--- src/sv/deqd_pkg.sv ---
// Shared types and constants for the double-ended queue with delete.
`default_nettype none

package deqd_pkg;

    localparam int DEPTH_DEF      = 16;
    localparam int DATA_WIDTH_DEF = 32;
    localparam int OPCODE_W       = 3;
    localparam int IN_DATA_W      = 32;
    localparam int OUT_DATA_W     = 32;
    localparam int COUNT_W        = 5;
    localparam int QUEUE_DEPTH    = 2;

    localparam logic [OPCODE_W-1:0] OPC_PUSH_BACK  = 3'd0;
    localparam logic [OPCODE_W-1:0] OPC_POP_BACK   = 3'd1;
    localparam logic [OPCODE_W-1:0] OPC_PUSH_FRONT = 3'd2;
    localparam logic [OPCODE_W-1:0] OPC_POP_FRONT  = 3'd3;
    localparam logic [OPCODE_W-1:0] OPC_DELETE     = 3'd4;

    typedef enum logic [2:0] {
        OP_PUSH_BACK,
        OP_POP_BACK,
        OP_PUSH_FRONT,
        OP_POP_FRONT,
        OP_DELETE,
        OP_NOP
    } t_op;

    typedef struct packed {
        t_op                  op;
        logic [IN_DATA_W-1:0] word;
    } t_cmd;

endpackage

`default_nettype wire

--- src/sv/deqd_ifs.sv ---
// Request and response channel interfaces of the double-ended queue.
`default_nettype none

interface deqd_req_if;
    logic                                   valid;
    logic                                   ready;
    logic [deqd_pkg::OPCODE_W-1:0]          opcode;
    logic signed [deqd_pkg::IN_DATA_W-1:0]  data_in;

    modport source (output valid, output opcode, output data_in, input ready);
    modport sink   (input valid, input opcode, input data_in, output ready);
endinterface

interface deqd_rsp_if;
    logic                                   valid;
    logic                                   ready;
    logic signed [deqd_pkg::OUT_DATA_W-1:0] data_out;
    logic                                   empty_flag;
    logic                                   full_flag;
    logic                                   found;
    logic [deqd_pkg::COUNT_W-1:0]           entry_count;

    modport source (
        output valid, output data_out, output empty_flag, output full_flag,
        output found, output entry_count, input ready
    );
    modport sink (
        input valid, input data_out, input empty_flag, input full_flag,
        input found, input entry_count, output ready
    );
endinterface

`default_nettype wire

--- src/sv/deqd_ram.sv ---
// Generic single-write, single-read RAM with registered read data.
`default_nettype none

module deqd_ram #(
    parameter int WIDTH = 32,
    parameter int DEPTH = 16
) (
    input  wire logic                     i_clk,
    input  wire logic                     i_we,
    input  wire logic [$clog2(DEPTH)-1:0] i_waddr,
    input  wire logic [WIDTH-1:0]         i_wdata,
    input  wire logic [$clog2(DEPTH)-1:0] i_raddr,
    output logic      [WIDTH-1:0]         o_rdata
);

    logic [WIDTH-1:0] r_mem [DEPTH];

    always_ff @(posedge i_clk) begin
        if (i_we) begin
            r_mem[i_waddr] <= i_wdata;
        end
        o_rdata <= r_mem[i_raddr];
    end

endmodule

`default_nettype wire

--- src/sv/deqd_front.sv ---
// Request intake: accepts beats, classifies the opcode and queues commands.
`default_nettype none

module deqd_front (
    input  wire logic         i_clk,
    input  wire logic         i_rst_n,
    deqd_req_if.sink          i_req,
    output logic              o_cmd_valid,
    input  wire logic         i_cmd_ready,
    output deqd_pkg::t_cmd    o_cmd
);

    localparam int QD  = deqd_pkg::QUEUE_DEPTH;
    localparam int QAW = (QD > 1) ? $clog2(QD) : 1;
    localparam int QCW = $clog2(QD + 1);

    deqd_pkg::t_cmd r_q [QD];
    logic [QAW-1:0] r_wp;
    logic [QAW-1:0] r_rp;
    logic [QCW-1:0] r_cnt;
    deqd_pkg::t_cmd w_new;
    logic           w_push;
    logic           w_pop;

    always_comb begin
        w_new.word = i_req.data_in;
        unique case (i_req.opcode)
            deqd_pkg::OPC_PUSH_BACK:  w_new.op = deqd_pkg::OP_PUSH_BACK;
            deqd_pkg::OPC_POP_BACK:   w_new.op = deqd_pkg::OP_POP_BACK;
            deqd_pkg::OPC_PUSH_FRONT: w_new.op = deqd_pkg::OP_PUSH_FRONT;
            deqd_pkg::OPC_POP_FRONT:  w_new.op = deqd_pkg::OP_POP_FRONT;
            deqd_pkg::OPC_DELETE:     w_new.op = deqd_pkg::OP_DELETE;
            default:                  w_new.op = deqd_pkg::OP_NOP;
        endcase
    end

    assign i_req.ready = (r_cnt != QCW'(QD));
    assign o_cmd_valid = (r_cnt != '0);
    assign o_cmd       = r_q[r_rp];
    assign w_push      = i_req.valid && i_req.ready;
    assign w_pop       = o_cmd_valid && i_cmd_ready;

    always_ff @(posedge i_clk) begin
        if (w_push) begin
            r_q[r_wp] <= w_new;
        end
        if (!i_rst_n) begin
            r_wp  <= '0;
            r_rp  <= '0;
            r_cnt <= '0;
        end else begin
            if (w_push) begin
                r_wp <= (r_wp == QAW'(QD - 1)) ? '0 : r_wp + 1'b1;
            end
            if (w_pop) begin
                r_rp <= (r_rp == QAW'(QD - 1)) ? '0 : r_rp + 1'b1;
            end
            if (w_push && !w_pop) begin
                r_cnt <= r_cnt + 1'b1;
            end else if (w_pop && !w_push) begin
                r_cnt <= r_cnt - 1'b1;
            end
        end
    end

endmodule

`default_nettype wire

--- src/sv/deqd_back.sv ---
// Command execution: ring pointers, entry store, delete search and compaction.
`default_nettype none

module deqd_back #(
    parameter int DEPTH      = deqd_pkg::DEPTH_DEF,
    parameter int DATA_WIDTH = deqd_pkg::DATA_WIDTH_DEF
) (
    input  wire logic           i_clk,
    input  wire logic           i_rst_n,
    input  wire logic           i_cmd_valid,
    output logic                o_cmd_ready,
    input  wire deqd_pkg::t_cmd i_cmd,
    deqd_rsp_if.source          o_rsp
);

    localparam int AW = $clog2(DEPTH);
    localparam int CW = $clog2(DEPTH + 1);
    localparam int OW = deqd_pkg::OUT_DATA_W;
    localparam int IW = deqd_pkg::IN_DATA_W;
    localparam int NW = deqd_pkg::COUNT_W;

    typedef enum logic [1:0] {S_IDLE, S_POP, S_SRCH, S_SHIFT} t_state;

    t_state                r_state,  n_state;
    logic [AW-1:0]         r_front,  n_front;
    logic [CW-1:0]         r_count,  n_count;
    logic [AW-1:0]         r_idx,    n_idx;
    logic [DATA_WIDTH-1:0] r_word,   n_word;
    logic                  r_pop_bk, n_pop_bk;
    logic                  r_ov,     n_ov;
    logic [OW-1:0]         r_od,     n_od;
    logic                  r_oe,     n_oe;
    logic                  r_of,     n_of;
    logic                  r_ofd,    n_ofd;
    logic [NW-1:0]         r_oc,     n_oc;

    logic                  w_we;
    logic [AW-1:0]         w_waddr;
    logic [DATA_WIDTH-1:0] w_wdata;
    logic [AW-1:0]         w_raddr;
    logic [DATA_WIDTH-1:0] w_rdata;
    logic                  w_fire;
    logic                  w_load;
    logic                  w_full;
    logic                  w_empty;
    logic [CW-1:0]         w_cm1;
    logic [CW:0]           w_idx1;
    logic [CW:0]           w_idx2;
    logic [AW-1:0]         w_front_dec;
    logic [AW-1:0]         w_front_inc;
    logic [DATA_WIDTH-1:0] w_cmd_word;

    function automatic logic [AW-1:0] f_slot(input logic [AW-1:0] base,
                                              input logic [AW-1:0] k);
        logic [AW:0] s;
        logic [AW:0] d;
        s = {1'b0, base} + {1'b0, k};
        d = s - (AW+1)'(DEPTH);
        return (s >= (AW+1)'(DEPTH)) ? d[AW-1:0] : s[AW-1:0];
    endfunction

    function automatic logic [OW-1:0] f_to_out(input logic [DATA_WIDTH-1:0] w);
        logic [DATA_WIDTH+OW-1:0] t;
        t = {{OW{1'b0}}, w};
        return t[OW-1:0];
    endfunction

    function automatic logic [DATA_WIDTH-1:0] f_to_word(input logic [IW-1:0] x);
        logic [DATA_WIDTH+IW-1:0] t;
        t = {{DATA_WIDTH{1'b0}}, x};
        return t[DATA_WIDTH-1:0];
    endfunction

    function automatic logic [NW-1:0] f_cnt_out(input logic [CW-1:0] c);
        logic [CW+NW-1:0] t;
        t = {{NW{1'b0}}, c};
        return t[NW-1:0];
    endfunction

    deqd_ram #(
        .WIDTH (DATA_WIDTH),
        .DEPTH (DEPTH)
    ) u_store (
        .i_clk   (i_clk),
        .i_we    (w_we),
        .i_waddr (w_waddr),
        .i_wdata (w_wdata),
        .i_raddr (w_raddr),
        .o_rdata (w_rdata)
    );

    assign o_cmd_ready = (r_state == S_IDLE) && (!r_ov || o_rsp.ready);
    assign w_fire      = i_cmd_valid && o_cmd_ready;
    assign w_full      = (r_count == CW'(DEPTH));
    assign w_empty     = (r_count == '0);
    assign w_cm1       = r_count - 1'b1;
    assign w_idx1      = (CW+1)'(r_idx) + 1'b1;
    assign w_idx2      = (CW+1)'(r_idx) + 2'd2;
    assign w_front_dec = (r_front == '0) ? AW'(DEPTH - 1) : r_front - 1'b1;
    assign w_front_inc = (r_front == AW'(DEPTH - 1)) ? '0 : r_front + 1'b1;
    assign w_cmd_word  = f_to_word(i_cmd.word);

    always_comb begin
        n_state  = r_state;
        n_front  = r_front;
        n_count  = r_count;
        n_idx    = r_idx;
        n_word   = r_word;
        n_pop_bk = r_pop_bk;
        w_we     = 1'b0;
        w_waddr  = f_slot(r_front, r_count[AW-1:0]);
        w_wdata  = w_cmd_word;
        w_raddr  = r_front;
        w_load   = 1'b0;
        n_od     = '0;
        n_oe     = 1'b0;
        n_of     = 1'b0;
        n_ofd    = 1'b0;

        unique case (r_state)
            S_IDLE: begin
                if (w_fire) begin
                    unique case (i_cmd.op)
                        deqd_pkg::OP_PUSH_BACK: begin
                            w_load = 1'b1;
                            if (w_full) begin
                                n_of = 1'b1;
                            end else begin
                                w_we    = 1'b1;
                                n_count = r_count + 1'b1;
                            end
                        end
                        deqd_pkg::OP_PUSH_FRONT: begin
                            w_load  = 1'b1;
                            w_waddr = w_front_dec;
                            if (w_full) begin
                                n_of = 1'b1;
                            end else begin
                                w_we    = 1'b1;
                                n_front = w_front_dec;
                                n_count = r_count + 1'b1;
                            end
                        end
                        deqd_pkg::OP_POP_BACK, deqd_pkg::OP_POP_FRONT: begin
                            n_pop_bk = (i_cmd.op == deqd_pkg::OP_POP_BACK);
                            if (i_cmd.op == deqd_pkg::OP_POP_BACK) begin
                                w_raddr = f_slot(r_front, w_cm1[AW-1:0]);
                            end
                            if (w_empty) begin
                                w_load = 1'b1;
                                n_oe   = 1'b1;
                                n_od   = f_to_out('1);
                            end else begin
                                n_state = S_POP;
                            end
                        end
                        deqd_pkg::OP_DELETE: begin
                            n_word = w_cmd_word;
                            n_idx  = '0;
                            if (w_empty) begin
                                w_load = 1'b1;
                            end else begin
                                n_state = S_SRCH;
                            end
                        end
                        default: begin
                            w_load = 1'b1;
                        end
                    endcase
                end
            end
            S_POP: begin
                w_load  = 1'b1;
                n_od    = f_to_out(w_rdata);
                n_count = w_cm1;
                if (!r_pop_bk) begin
                    n_front = w_front_inc;
                end
                n_state = S_IDLE;
            end
            S_SRCH: begin
                w_raddr = f_slot(r_front, w_idx1[AW-1:0]);
                if (w_rdata == r_word) begin
                    if (w_idx1 < (CW+1)'(r_count)) begin
                        n_state = S_SHIFT;
                    end else begin
                        w_load  = 1'b1;
                        n_ofd   = 1'b1;
                        n_count = w_cm1;
                        n_state = S_IDLE;
                    end
                end else if (w_idx1 < (CW+1)'(r_count)) begin
                    n_idx = w_idx1[AW-1:0];
                end else begin
                    w_load  = 1'b1;
                    n_state = S_IDLE;
                end
            end
            S_SHIFT: begin
                w_we    = 1'b1;
                w_waddr = f_slot(r_front, r_idx);
                w_wdata = w_rdata;
                w_raddr = f_slot(r_front, w_idx2[AW-1:0]);
                if (w_idx2 < (CW+1)'(r_count)) begin
                    n_idx = w_idx1[AW-1:0];
                end else begin
                    w_load  = 1'b1;
                    n_ofd   = 1'b1;
                    n_count = w_cm1;
                    n_state = S_IDLE;
                end
            end
        endcase

        n_oc = f_cnt_out(n_count);
        n_ov = w_load || (r_ov && !o_rsp.ready);
    end

    always_ff @(posedge i_clk) begin
        r_idx    <= n_idx;
        r_word   <= n_word;
        r_pop_bk <= n_pop_bk;
        if (w_load) begin
            r_od  <= n_od;
            r_oe  <= n_oe;
            r_of  <= n_of;
            r_ofd <= n_ofd;
            r_oc  <= n_oc;
        end
        if (!i_rst_n) begin
            r_state <= S_IDLE;
            r_front <= '0;
            r_count <= '0;
            r_ov    <= 1'b0;
        end else begin
            r_state <= n_state;
            r_front <= n_front;
            r_count <= n_count;
            r_ov    <= n_ov;
        end
    end

    assign o_rsp.valid       = r_ov;
    assign o_rsp.data_out    = r_od;
    assign o_rsp.empty_flag  = r_oe;
    assign o_rsp.full_flag   = r_of;
    assign o_rsp.found       = r_ofd;
    assign o_rsp.entry_count = r_oc;

endmodule

`default_nettype wire

--- src/sv/double_ended_queue_with_delete_unit.sv ---
// Top level of the bounded double-ended queue with delete-by-value.
//
//   Channel  Dir  Handshake      Beat contents
//   i_req    in   valid/ready    opcode, data_in
//   o_rsp    out  valid/ready    data_out, empty_flag, full_flag, found, entry_count
//
// A request enters a two-deep command queue and waits there until the
// execution unit takes it. Pushes, failed pops and other opcodes finish in
// the idle state, pops also pass S_POP because of the registered store read.
// A delete scans in S_SRCH up to the match and moves each later entry down
// one place in S_SHIFT. Reset clears the pointers and the count; the store
// needs no clearing. Requests are still taken while a response waits, until the queue fills.
`default_nettype none

module double_ended_queue_with_delete_unit #(
    parameter int DEPTH      = deqd_pkg::DEPTH_DEF,
    parameter int DATA_WIDTH = deqd_pkg::DATA_WIDTH_DEF
) (
    input  wire logic i_clk,
    input  wire logic i_rst_n,
    deqd_req_if.sink  i_req,
    deqd_rsp_if.source o_rsp
);

    logic           w_cmd_valid;
    logic           w_cmd_ready;
    deqd_pkg::t_cmd w_cmd;

    deqd_front u_front (
        .i_clk       (i_clk),
        .i_rst_n     (i_rst_n),
        .i_req       (i_req),
        .o_cmd_valid (w_cmd_valid),
        .i_cmd_ready (w_cmd_ready),
        .o_cmd       (w_cmd)
    );

    deqd_back #(
        .DEPTH      (DEPTH),
        .DATA_WIDTH (DATA_WIDTH)
    ) u_back (
        .i_clk       (i_clk),
        .i_rst_n     (i_rst_n),
        .i_cmd_valid (w_cmd_valid),
        .o_cmd_ready (w_cmd_ready),
        .i_cmd       (w_cmd),
        .o_rsp       (o_rsp)
    );

endmodule

`default_nettype wire

--- src/flat_wrapper.sv ---
// flat-port wrapper written by rule: the top's interface ports become plain ports
module double_ended_queue_with_delete_unit_flat 
#(
    parameter int DEPTH      = deqd_pkg::DEPTH_DEF,
    parameter int DATA_WIDTH = deqd_pkg::DATA_WIDTH_DEF
)
  (i_clk, i_rst_n, i_req_valid, i_req_opcode, i_req_data_in, i_req_ready, o_rsp_valid, o_rsp_data_out, o_rsp_empty_flag, o_rsp_full_flag, o_rsp_found, o_rsp_entry_count, o_rsp_ready);
  deqd_req_if i_req_i ();
  deqd_rsp_if o_rsp_i ();
  input  wire logic i_clk;
  input  wire logic i_rst_n;
  input wire logic [$bits(i_req_i.valid)-1:0] i_req_valid;
  input wire logic [$bits(i_req_i.opcode)-1:0] i_req_opcode;
  input wire logic [$bits(i_req_i.data_in)-1:0] i_req_data_in;
  output wire logic [$bits(i_req_i.ready)-1:0] i_req_ready;
  output wire logic [$bits(o_rsp_i.valid)-1:0] o_rsp_valid;
  output wire logic [$bits(o_rsp_i.data_out)-1:0] o_rsp_data_out;
  output wire logic [$bits(o_rsp_i.empty_flag)-1:0] o_rsp_empty_flag;
  output wire logic [$bits(o_rsp_i.full_flag)-1:0] o_rsp_full_flag;
  output wire logic [$bits(o_rsp_i.found)-1:0] o_rsp_found;
  output wire logic [$bits(o_rsp_i.entry_count)-1:0] o_rsp_entry_count;
  input wire logic [$bits(o_rsp_i.ready)-1:0] o_rsp_ready;
  assign i_req_i.valid = i_req_valid;
  assign i_req_i.opcode = i_req_opcode;
  assign i_req_i.data_in = i_req_data_in;
  assign i_req_ready = i_req_i.ready;
  assign o_rsp_valid = o_rsp_i.valid;
  assign o_rsp_data_out = o_rsp_i.data_out;
  assign o_rsp_empty_flag = o_rsp_i.empty_flag;
  assign o_rsp_full_flag = o_rsp_i.full_flag;
  assign o_rsp_found = o_rsp_i.found;
  assign o_rsp_entry_count = o_rsp_i.entry_count;
  assign o_rsp_i.ready = o_rsp_ready;
  double_ended_queue_with_delete_unit #(.DEPTH(DEPTH), .DATA_WIDTH(DATA_WIDTH)) u_core (.i_clk(i_clk), .i_rst_n(i_rst_n), .i_req(i_req_i), .o_rsp(o_rsp_i));
endmodule
--- config.mk ---
export PLATFORM = sky130hd
export DESIGN_NAME = double_ended_queue_with_delete_unit_flat
export DESIGN_NICKNAME = d
export VERILOG_FILES = /design/src/sv/deqd_pkg.sv /design/src/sv/deqd_ifs.sv /design/src/sv/deqd_ram.sv /design/src/sv/deqd_front.sv /design/src/sv/deqd_back.sv /design/src/sv/double_ended_queue_with_delete_unit.sv /design/src/flat_wrapper.sv
export SDC_FILE = /design/constraint.sdc
export NUM_CORES = 1
export LEC_CHECK = 0
export BUFFER_PORTS_ARGS = -buffer_cell sky130_fd_sc_hd__buf_2
export CAP_MARGIN = 20
export CORE_ASPECT_RATIO = 0.7
export CORE_MARGIN = 3
export CORE_UTILIZATION = 40
export DETAILED_ROUTE_END_ITERATION = 10
export PLACE_DENSITY = 0.59
export SLEW_MARGIN = 20
export SYNTH_ARGS = -nofsm -noshare
export SYNTH_HDL_FRONTEND = slang
export SYNTH_SLANG_ARGS = --single-unit
--- constraint.sdc ---
create_clock -name i_clk -period 5.2 [get_ports i_clk]
set_input_delay 1.04 -clock i_clk [delete_from_list [all_inputs] [get_ports i_clk]]
set_output_delay 1.04 -clock i_clk [all_outputs]
set_load 0.03 [all_outputs]
==> impl_metrics.yaml, run 1 <==
status:
  outcome: "finished, final reports clean"
synth:
  synth-seq-cells: 708
  synth_mux_area_share_pct: 16.3
  synth_area_leaders: "edfxtp_1 70%, mux4_2 10%, mux2i_1 3.5%, dfxtp_1 3.5%, mux2_2 2.6%"
  synth_seq_area_share_pct: 73.2
  synth_area_leader_cell: "edfxtp_1"
  synth_top_cell_area_share_pct: 69.8
  synth_compound_area_share_pct: 3.13
  synth_cell_types: 66
  synthesis.area_mm2: 0.0284
  synth_edf_count: 659
  synth_top_family_by_area: "multiplexers"
  syn_avg_cell_area_um2: 19.7
  yosys_warnings: 0
  synthXorXnorAreaFrac_pct: 1.73
  synthSimpleGateAreaFrac_pct: 2.32
  synthCells: 1437
  synthFlopType: "edfxtp_1"
  syn_nets: 1512
  synthArstFlopShare_pct: 0
  synth_fa_ha_area_share_pct: 1.69
global_routing:
  grt_pass1_vias: 14300
  grt_pass1_wl_um: 100000
  grt_max_degree: 65
  grt_overflow: 0
  grt_usage_pct: 18.8
  antenna_found_initial: 0
place:
  portBuffers: 80
  place_congestion: 0.816
  hpwl_um: 44000
clock_tree:
  htree_levels: 3
  hold_buffers: 0
  clk_latency_ns: 0.61
  cts_resized: 0
  clk_pin_slew_worst_paths_ns: 0.06
  cts_buffers: 69
  clk_path_buf_depth: 3
  cts_root_buf: "clkbuf_16"
  cts_setup_buffers: 0
  numClockSinks: 708
  cts_tree: "done"
final_layout:
  diodes: 0
  area_growth_syn_to_layout_pct: 14.7
  multi_input_area_mm2: 0.00734
  layout-drive-gt1-share_pct: 28.0
  register_area_mm2: 0.0208
  layout_commonest_cell: "edfxtp_1"
  fillCellCount: 5861
  final_cell_mix: "659 x edfxtp_1, 128 x mux4_2, 99 x mux2i_1, 80 x buf_2, 72 x clkbuf_16"
  finalNetCount: 1651
detailed_routing:
  met2_length_um: 29400
  ant_nets: 0
  vias: 14200
  via_per_inst: 5.47
  drtIter0Drc: 1521
  met1_length_um: 33300
  routed.top_layer: "met4"
  wl_um: 69300
  drc: 0
  met3WireLength_um: 5540
  avgRoutedWirePerCell_um: 26.8
  firstDrtPassIters: 6
sta:
  slew_headroom_pct: 32.2
  hold_viol_final: 0
  finalClockSkew_ns: 0.0259
  min_period_ns: 4.41
  hold_slack_ns: 0.512
  fmax_ghz: 0.227
  setup_violations: 0
  finalMaxSlewViolations: 0
  worst_pin_slew_ns: 1.02
  rsz0062_at_grt: "false"
  fin_crit_sh_pct: 84.7
  tns_ns: 0
setup_path:
  r2r_cells: 12
  reg2reg_slack_ns: 0.79
  worst-setup-path-type: "reg -> reg"
  start_kind: "flip-flop"
  cp-startpoint: "u_core.u_back.r_state[0]$_SDFFE_PN0P_"
  crit_required_ns: 5.66
  crit_path_max_incr_delay_ns: 0.61
  worstSetupEndpointType: "flip-flop"
  crit_top_cell: "mux2i_1"
  crit_chain: "ha_1, inv_2, mux2i_1, inv_1, fa_1, xnor2_1, a22oi_1, o2bb2ai_4, buf_12, mux4_2, mux2i_1, mux2i_1"
  critPathSlowestCell: "o2bb2ai_4"
  reg2reg_from: "u_core.u_back.r_state[0]$_SDFFE_PN0P_"
  worst_ep_arrival_time_ns: 4.86
  r2r_end: "u_core.u_back.u_store.o_rdata[11]$_DFF_P_"
  crit_path_end: "u_core.u_back.u_store.o_rdata[11]$_DFF_P_"
  worstPathMaxFanout: 37
floorplanning:
  rows: 81
  start_util_pct: 40.5
  core_mm2: 0.0700
  io_pins: 81
  die_w_um: 324
  die_area_mm2: 0.0742
  die_h_um: 229
pwr:
  power.leakage_nw: 11.2
  vdd_drop_max_mv: 0.359
  power.density_mw_per_mm2: 614
min_path:
  min_path_type: "reg -> reg"
flow_run:
  cap_violations: 0
where the power goes:
part | switching, mW | internal [mW]
registers | 0.463 | 7.55
clock network | 2.09 | 2.89
logic | 4.25 | 2.72
total | 6.80 | 13.2
worst min-delay path by stage:
stage | end | slack [ns] | cells past startpoint | from
after floorplan | flip-flop | 0.48 | 2 | u_core.u_front.r_rp$_SDFFE_PN0N_
after global placement | u_core.u_front.r_rp$_SDFFE_PN0N_ | 0.50 | 2 | u_core.u_front.r_rp$_SDFFE_PN0N_
after detailed placement | flip-flop | 0.51 | 2 | u_core.u_front.r_rp$_SDFFE_PN0N_
after CTS | flip-flop | 0.52 | 2 | u_core.u_front.r_rp$_SDFFE_PN0N_
after global routing | u_core.u_front.r_rp$_SDFFE_PN0N_ | 0.55 | 2 | u_core.u_front.r_rp$_SDFFE_PN0N_
final | flip-flop | 0.51 | 2 | u_core.u_front.r_rp$_SDFFE_PN0N_
metrics by stage:
stage | std cells | power (mW) | cell area (µm²) | setup slack (ns) | utilization [%]
3_5_place_dp | 2459 | 15.1 | 30300 | 0.798 | 43.2
4_1_cts | 2586 | 20.2 | 32500 | 0.778 | 46.4
3_3_place_gp | 2459 | 15.0 | 30300 | 0.760 | 43.2
2_1_floorplan | 1437 | 12.7 | 28400 | 1.03 | -
5_1_grt | 2586 | 20.9 | 32500 | 0.573 | 46.4
6_report | 2586 | 20.0 | 32500 | 0.794 | 46.4
Yosys cell counts, types with 4 or more instances:
cell / n
a211oi_1: 4
a21o_1: 38
a21oi_1: 26
a22oi_1: 5
and2_1: 7
and3_1: 5
buf_1: 8
buf_2: 22
buf_6: 12
clkbuf_1: 19
dfxtp_1: 49
edfxtp_1: 659
fa_1: 4
ha_1: 32
inv_1: 23
mux2_2: 66
mux2i_1: 99
mux4_2: 128
nand2_1: 25
nand2b_1: 10
nor2_1: 46
nor3_1: 10
nor4_1: 9
o211ai_1: 6
o21ai_0: 11
xnor2_1: 14
xor2_1: 42
cells by family after synthesis:
kind of cell	Yosys count
AO/OA/AOI/OAI	123
XOR/XNOR	56
adder cells (fa/ha/maj)	36
buffers and inverters	88
flip-flops	708
multiplexers	293
AND/OR/NAND/NOR	133
critical path, delay by kind of cell (launching register included):
family | cells | cell delay [ns]
XOR/XNOR | 1 | 0.20
adder cells (fa/ha/maj) | 2 | 0.61
multiplexers | 4 | 1.52
flip-flops | 1 | 0.34
buffers and inverters | 3 | 0.79
AO/OA/AOI/OAI | 2 | 0.75
area by class of cell:
| type | count | share of cell area (%) |
|---|---|---|
| clock buffer | 97 | 5.89 |
| clock inverter | 30 | 0.989 |
| inverter | 25 | 0.289 |
| multi-input combinational | 641 | 22.6 |
| sequential | 708 | 63.9 |
| tap | 954 | 3.67 |
| timing repair buffer | 131 | 2.72 |
routing by layer:
layer / up-vias / GRT usage (%)
met5: - / 0
met4: 0 / 3.88
met3: 69 / 5.40
met2: 466 / 26.1
met1: 7542 / 29.3
li1: 6080 / -
registers in the layout, indices dropped and copies added (netlist names), named ones only:
register	flops
u_core.u_back.o_rsp.data_out	32
u_core.u_back.o_rsp.empty_flag	1
u_core.u_back.o_rsp.entry_count	5
u_core.u_back.o_rsp.found	1
u_core.u_back.o_rsp.full_flag	1
u_core.u_back.o_rsp.valid	1
u_core.u_back.r_count	5
u_core.u_back.r_front	4
u_core.u_back.r_idx	4
u_core.u_back.r_pop_bk	1
u_core.u_back.r_state	2
u_core.u_back.r_word	32
u_core.u_back.u_store.o_rdata	32
u_core.u_back.u_store.r_mem	512
u_core.u_front.r_cnt	2
u_core.u_front.r_q	70
u_core.u_front.r_rp	1
u_core.u_front.r_wp	1
Power figures use the tool's default switching activity.
==> inputs of run 2 (changes only) <==
PLACE_DENSITY = 0.61   (was 0.59)
clock period = 3.6 ns   (was 5.2 ns; I/O delays follow)
==> run 2 against run 1 <==
Die area unchanged. Design area up 2.6%. Register-to-register slack worse by 0.63 ns. Global-route usage down 0.51 points. Clock power up 44%. Critical path depth up 1. Routed wire length down 2.4%. Final cell count up 1.8%. Non-clock buffer count up 49. Sequential power up 42%. Via count up 0.68%. Maximum frequency up 28%. Critical path type unchanged. Critical endpoint is now u_core.u_back.u_store.o_rdata[26]$_DFF_P_. Largest power group unchanged. Highest routed layer unchanged.
==> impl_metrics.yaml, run 2 (synthesis gave the netlist of run 1 again) <==
status:
  outcome: "finished, final reports clean"
detailed_routing:
  firstDrtPassIters: 5
  drtIter0Drc: 1315
  wl_um: 67600
  via_per_inst: 5.41
  met1_length_um: 30700
  met2_length_um: 31100
  ant_nets: 0
  drc: 0
  routed.top_layer: "met4"
  vias: 14300
  met3WireLength_um: 4260
  avgRoutedWirePerCell_um: 25.7
final_layout:
  register_area_mm2: 0.0208
  final_area_mm2: 0.0334
  diodes: 0
  layout-drive-gt1-share_pct: 30.7
  largest_register: "u_core.u_back.u_store.r_mem"
  finalNetCount: 1700
  layout_commonest_cell: "edfxtp_1"
  largest_register_ffs: 512
  reg.largest.list: "u_core.u_back.u_store.r_mem x512, u_core.u_front.r_q x70"
  final_cell_mix: "659 x edfxtp_1, 128 x mux4_2, 99 x mux2i_1, 80 x buf_2, 74 x clkbuf_16"
  multi_input_area_mm2: 0.00733
  area_growth_syn_to_layout_pct: 17.7
  fillCellCount: 5763
sta:
  setup_slack_ns: 0.169
  worst_pin_slew_ns: 0.816
  finalClockSkew_ns: 0.0269
  finalMaxSlewViolations: 0
  fmax_ghz: 0.291
  min_period_ns: 3.43
  rsz0062_at_grt: "false"
  slew_headroom_pct: 45.6
  hold_viol_final: 0
  setup_violations: 0
  fin_crit_sh_pct: 95.3
global_routing:
  grt_pass1_vias: 14300
  grt_pass1_wl_um: 98100
  grt_max_degree: 45
  grt_overflow: 0
  antenna_found_initial: 0
  grt_usage_pct: 18.3
clock_tree:
  htree_levels: 3
  cts_root_buf: "clkbuf_16"
  clk_pin_slew_worst_paths_ns: 0.06
  cts_buffers: 69
  cts_tree: "done"
  clk_latency_ns: 0.61
  clk_path_buf_depth: 3
  numClockSinks: 708
setup_path:
  worst-setup-path-type: "reg -> reg"
  worst_ep_arrival_time_ns: 3.91
  start_kind: "flip-flop"
  worst-path-buf-inv: 3
  crit_chain: "ha_1, xnor2_1, ha_1, inv_1, fa_1, xnor2_1, a22oi_1, o2bb2ai_4, buf_12, buf_12, mux4_2, mux2i_1, mux2i_1"
  worstSetupEndpointType: "flip-flop"
  crit_path_max_incr_delay_ns: 0.51
  crit_required_ns: 4.08
  critPathTopFamily: "adder cells"
  critPathSlowestCell: "mux4_2"
  worstPathMaxFanout: 18
min_path:
  min_path_type: "in -> reg"
flow_run:
  cap_violations: 0
place:
  placed_area_mm2: 0.0311
  portBuffers: 80
  hpwl_um: 40800
  place_congestion: 0.832
  post-place-ws_ns: 0.174
floorplanning:
  die_w_um: 324
  io_pins: 81
  die_h_um: 229
  rows: 81
  start_util_pct: 40.5
  die_area_mm2: 0.0742
  core_mm2: 0.0700
pwr:
  vdd_drop_max_mv: 0.458
  power.density_mw_per_mm2: 863
  power.leakage_nw: 11.6
  power_mw: 28.8
==> run 2: area by class of cell <==
type	count	share of cell area, %
sequential	708	62.2
timing repair buffer	180	5.19
clock buffer	84	5.66
multi-input combinational	641	22.0
inverter	25	0.281
clock inverter	41	1.09
tap	954	3.58
==> run 2: timing repair <==
action | CTS | global route
buffers inserted | 0 | 6
hold endpoints to repair | 0 | 0
endpoints found under the setup margin | 0 | 6
resized for setup | 0 | 0
hold buffers | 0 | 0
==> run 2: layer usage <==
| metal | up-vias | GRT usage, % |
|---|---|---|
| met4 | 0 | 5.00 |
| met3 | 93 | 3.77 |
| met1 | 7513 | 26.9 |
| li1 | 6205 | - |
| met5 | - | 0 |
| met2 | 442 | 27.8 |
==> run 2: where the power goes <==
group | switching, mW | internal (mW) | total [mW]
combinational | 5.82 | 4.40 | 10.2
sequential | 0.503 | 10.9 | 11.4
clock | 3.07 | 4.12 | 7.19
total | 9.39 | 19.4 | 28.8
==> run 2: final timing paths <==
kind | end | slack [ns] | depth (start not counted) | startpoint
max reg2reg | u_core.u_back.u_store.o_rdata[26]$_DFF_P_ | 0.17 | 13 | u_core.u_back.r_state[0]$_SDFFE_PN0P_
min | u_core.u_front.r_q[0][22]$_DFFE_PP_ | 0.30 | 1 | i_req_data_in[22]
min reg2reg | u_core.u_front.r_rp$_SDFFE_PN0N_ | 0.52 | 2 | u_core.u_front.r_rp$_SDFFE_PN0N_
max | u_core.u_back.u_store.o_rdata[26]$_DFF_P_ | 0.17 | 13 | u_core.u_back.r_state[0]$_SDFFE_PN0P_
==> run 2: stage by stage <==
step | utilization [%] | hold slack (ns) | instances | TNS [ns]
final | 47.7 | 0.303 | 2633 | 0
after global routing | 47.7 | 0.273 | 2633 | 0
after CTS | 47.6 | 0.266 | 2626 | 0
after detailed placement | 44.3 | 0.509 | 2501 | 0
after global placement | 44.3 | 0.499 | 2501 | 0
after floorplan | - | 0.481 | 1437 | -36.53
==> inputs of run 3 (changes only) <==
ABC_AREA = 1   (was default)
SYNTH_HIERARCHICAL = 1   (was default)
TNS_END_PERCENT = 1   (was default)
==> run 3 against run 2 <==
Utilization is 1.2 points lower. Worst hold slack better by 0.012 ns. Critical path depth is 2 lower. Register-to-register slack better by 0.08 ns. Sequential share of layout area is 4.3 points lower. Global-route usage is 0.76 points higher. Highest routed layer unchanged.
==> impl_metrics.yaml, run 3 <==
status:
  outcome: "finished, final reports clean"
place:
  portBuffers: 80
  post-place-ws_ns: 0.224
  place_congestion: 0.886
  hpwl_um: 48400
  placed_area_mm2: 0.0335
detailed_routing:
  avgRoutedWirePerCell_um: 18.8
  drtIter0Drc: 2262
  wl_um: 78700
  ant_nets: 0
  via_per_inst: 4.91
  drc: 0
  vias: 20500
  firstDrtPassIters: 5
global_routing:
  antenna_found_initial: 3
  grt_max_degree: 123
  grt_pass1_wl_um: 118000
  grt_usage_pct: 19.1
  grt_pass1_vias: 19200
  grt_overflow: 0
floorplanning:
  die_w_um: 341
  start_util_pct: 40.6
  io_pins: 81
  rows: 85
  core_mm2: 0.0772
  die_area_mm2: 0.0818
  die_h_um: 240
clock_tree:
  numClockSinks: 708
  clk_pin_slew_worst_paths_ns: 0.07
  clk_latency_ns: 0.59
  htree_levels: 3
  cts_root_buf: "clkbuf_16"
  clk_path_buf_depth: 3
  cts_tree: "done"
  cts_setup_buffers: 0
  cts_buffers: 66
sta:
  hold_viol_final: 0
  setup_slack_ns: 0.251
  setup_violations: 0
  slew_headroom_pct: 58.2
  min_period_ns: 3.35
  tns_ns: 0
  fin_crit_sh_pct: 93.0
  finalClockSkew_ns: 0.0178
  worst_pin_slew_ns: 0.625
  finalMaxSlewViolations: 0
  rsz0062_at_grt: "false"
  fmax_ghz: 0.299
pwr:
  intPower_mw: 20.0
  clkPwrFrac_pct: 22.3
  combPwrFrac_pct: 43.8
  vdd_drop_max_mv: 0.809
  p_switching_mw: 13.9
  power.leakage_nw: 15.1
  power_mw: 33.9
  power.density_mw_per_mm2: 946
  power.share.switching_pct: 40.9
  p_seq_share_pct: 33.9
synth:
  synth_cell_types: 46
  synthesis.area_mm2: 0.0313
  synth_fa_ha_area_share_pct: 1.53
  synth_compound_area_share_pct: 2.02
  synth_top_cell_area_share_pct: 63.1
  synth_common_cells: "888 x nand2_1, 659 x edfxtp_1, 472 x inv_1"
  syn_nets: 3037
  synth_seq_area_share_pct: 66.3
  synth_area_leader_cell: "edfxtp_1"
  synth-seq-cells: 708
  synthFlopType: "edfxtp_1"
  syn_avg_cell_area_um2: 10.6
  yosys_warnings: 6
  synth_mux_area_share_pct: 1.62
  synth_top_family_by_area: "simple AND/OR/NAND/NOR gates"
  synthXorXnorAreaFrac_pct: 1.12
  yosysMostFrequentCell: "nand2_1"
  synthArstFlopShare_pct: 0
  synthCells: 2962
  synth_edf_count: 659
  synth_area_leaders: "edfxtp_1 63%, nand2_1 11%, nand3_1 6.6%, inv_1 5.7%, dfxtp_1 3.1%"
  synthSimpleGateAreaFrac_pct: 18.8
setup_path:
  reg2reg_slack_ns: 0.25
  start_kind: "flip-flop"
  crit_path_end: "u_core/u_back/u_store/r_mem[14][9]$_DFFE_PP_"
  worstPathMaxFanout: 18
  r2r_cells: 11
  worst_ep_arrival_time_ns: 3.59
  r2r_end: "u_core/u_back/u_store/r_mem[14][9]$_DFFE_PP_"
  worst-setup-path-type: "reg -> reg"
  crit_required_ns: 3.84
  worstSetupEndpointType: "flip-flop"
final_layout:
  final_area_mm2: 0.0358
  largest_register_ffs: 512
  layout_commonest_cell: "nand2_1"
  finalNetCount: 3159
  reg.largest.list: "u_core/u_back/u_store/r_mem x512, u_core/u_front/r_q x70"
  area_growth_syn_to_layout_pct: 14.3
  layout-drive-gt1-share_pct: 12.1
  fillCellCount: 7046
  largest_register: "u_core/u_back/u_store/r_mem"
  final_cell_mix: "888 x nand2_1, 659 x edfxtp_1, 470 x inv_1, 412 x nand3_1, 80 x buf_2"
flow_run:
  cap_violations: 0
min_path:
  min_path_type: "in -> reg"
[run 3: cell types whose count changed in the layout (fill, tap and decap cells not counted), sizes merged, moves of 31 or more]
cell   previous run  this run
nand2            25       891
nor2             46        80
a21o             38         1
o21ai            13        73
mux2i            99         0
mux4            128         0
inv              27       491
nand3             3       415
mux2             66        35
[run 3: kinds of logic after synthesis]
kind of cell / after synthesis
AND/OR/NAND/NOR: 1405
flip-flops: 708
buffers and inverters: 621
AO/OA/AOI/OAI: 117
XOR/XNOR: 40
adder cells (fa/ha/maj): 36
multiplexers: 35
[run 3: worst min-delay path by stage]
stage	start	endpoint	slack, ns	cells past startpoint
global placement	u_core/u_front/r_rp$_SDFFE_PN0P_	u_core/u_front/r_rp$_SDFFE_PN0P_	0.48	2
finish	i_req_data_in[8]	u_core/u_front/r_q[0][8]$_DFFE_PP_	0.32	1
global route	i_req_data_in[23]	u_core/u_front/r_q[0][23]$_DFFE_PP_	0.29	1
floorplan	u_core/u_front/r_rp$_SDFFE_PN0P_	flip-flop	0.47	2
CTS	i_req_data_in[8]	u_core/u_front/r_q[1][8]$_DFFE_PP_	0.28	1
detailed placement	u_core/u_front/r_rp$_SDFFE_PN0P_	u_core/u_front/r_rp$_SDFFE_PN0P_	0.50	2
[run 3: worst max-delay path, stage by stage, from the launching register on]
cell and delay, ns:
dfxtp_2 0.40, mux2_4 0.34, nor3_1 0.30, inv_1 0.07, nor2_1 0.24, inv_1 0.13, o32ai_1 0.29, nand2_1 0.07
o21ai_1 0.17, nand3_1 0.39, nor2_4 0.20, buf_4 0.38
[run 3: metal layers]
layer	global-route usage, %	wire length, µm	vias up
li1	-	-	9921
met1	29.8	38200	9764
met2	27.4	33000	731
met3	3.18	5830	95
met4	4.66	1650	0
met5	0	0	-
[run 3: through the flow]
stage,instances,util [%],hold slack (ns)
after floorplan,2962,-,0.467
after global placement,4060,43.4,0.484
after detailed placement,4060,43.4,0.496
after CTS,4180,46.4,0.283
after global routing,4180,46.4,0.286
final,4181,46.4,0.315
[run 3: power groups by stage]
stage	Clock, mW	Sequential [mW]	Combinational, mW
5_1_grt	8.04	11.5	16.5
2_1_floorplan	0	12.0	9.74
4_1_cts	7.69	11.5	14.8
6_report	7.56	11.5	14.9
3_3_place_gp	0	11.6	14.7
3_5_place_dp	0	11.7	14.8
[run 3: final cells by class]
cell class	count	area (µm²)	share of cell area, %
Sequential cell	708	20800	58.0
Timing Repair Buffer	183	1510	4.20
Inverter	492	1860	5.18
Tap cell	1044	1310	3.64
Clock inverter	24	409	1.14
Clock buffer	96	1920	5.36
Multi-Input combinational cell	1633	8070	22.5
Antenna cell	1	2.50	0.00698
[run 3: what timing repair did]
| item | 4_1_cts | 5_1_grt |
|---|---|---|
| resized for setup | 0 | 2 |
| hold buffers | 0 | 0 |
| setup endpoints to repair | 0 | 2 |
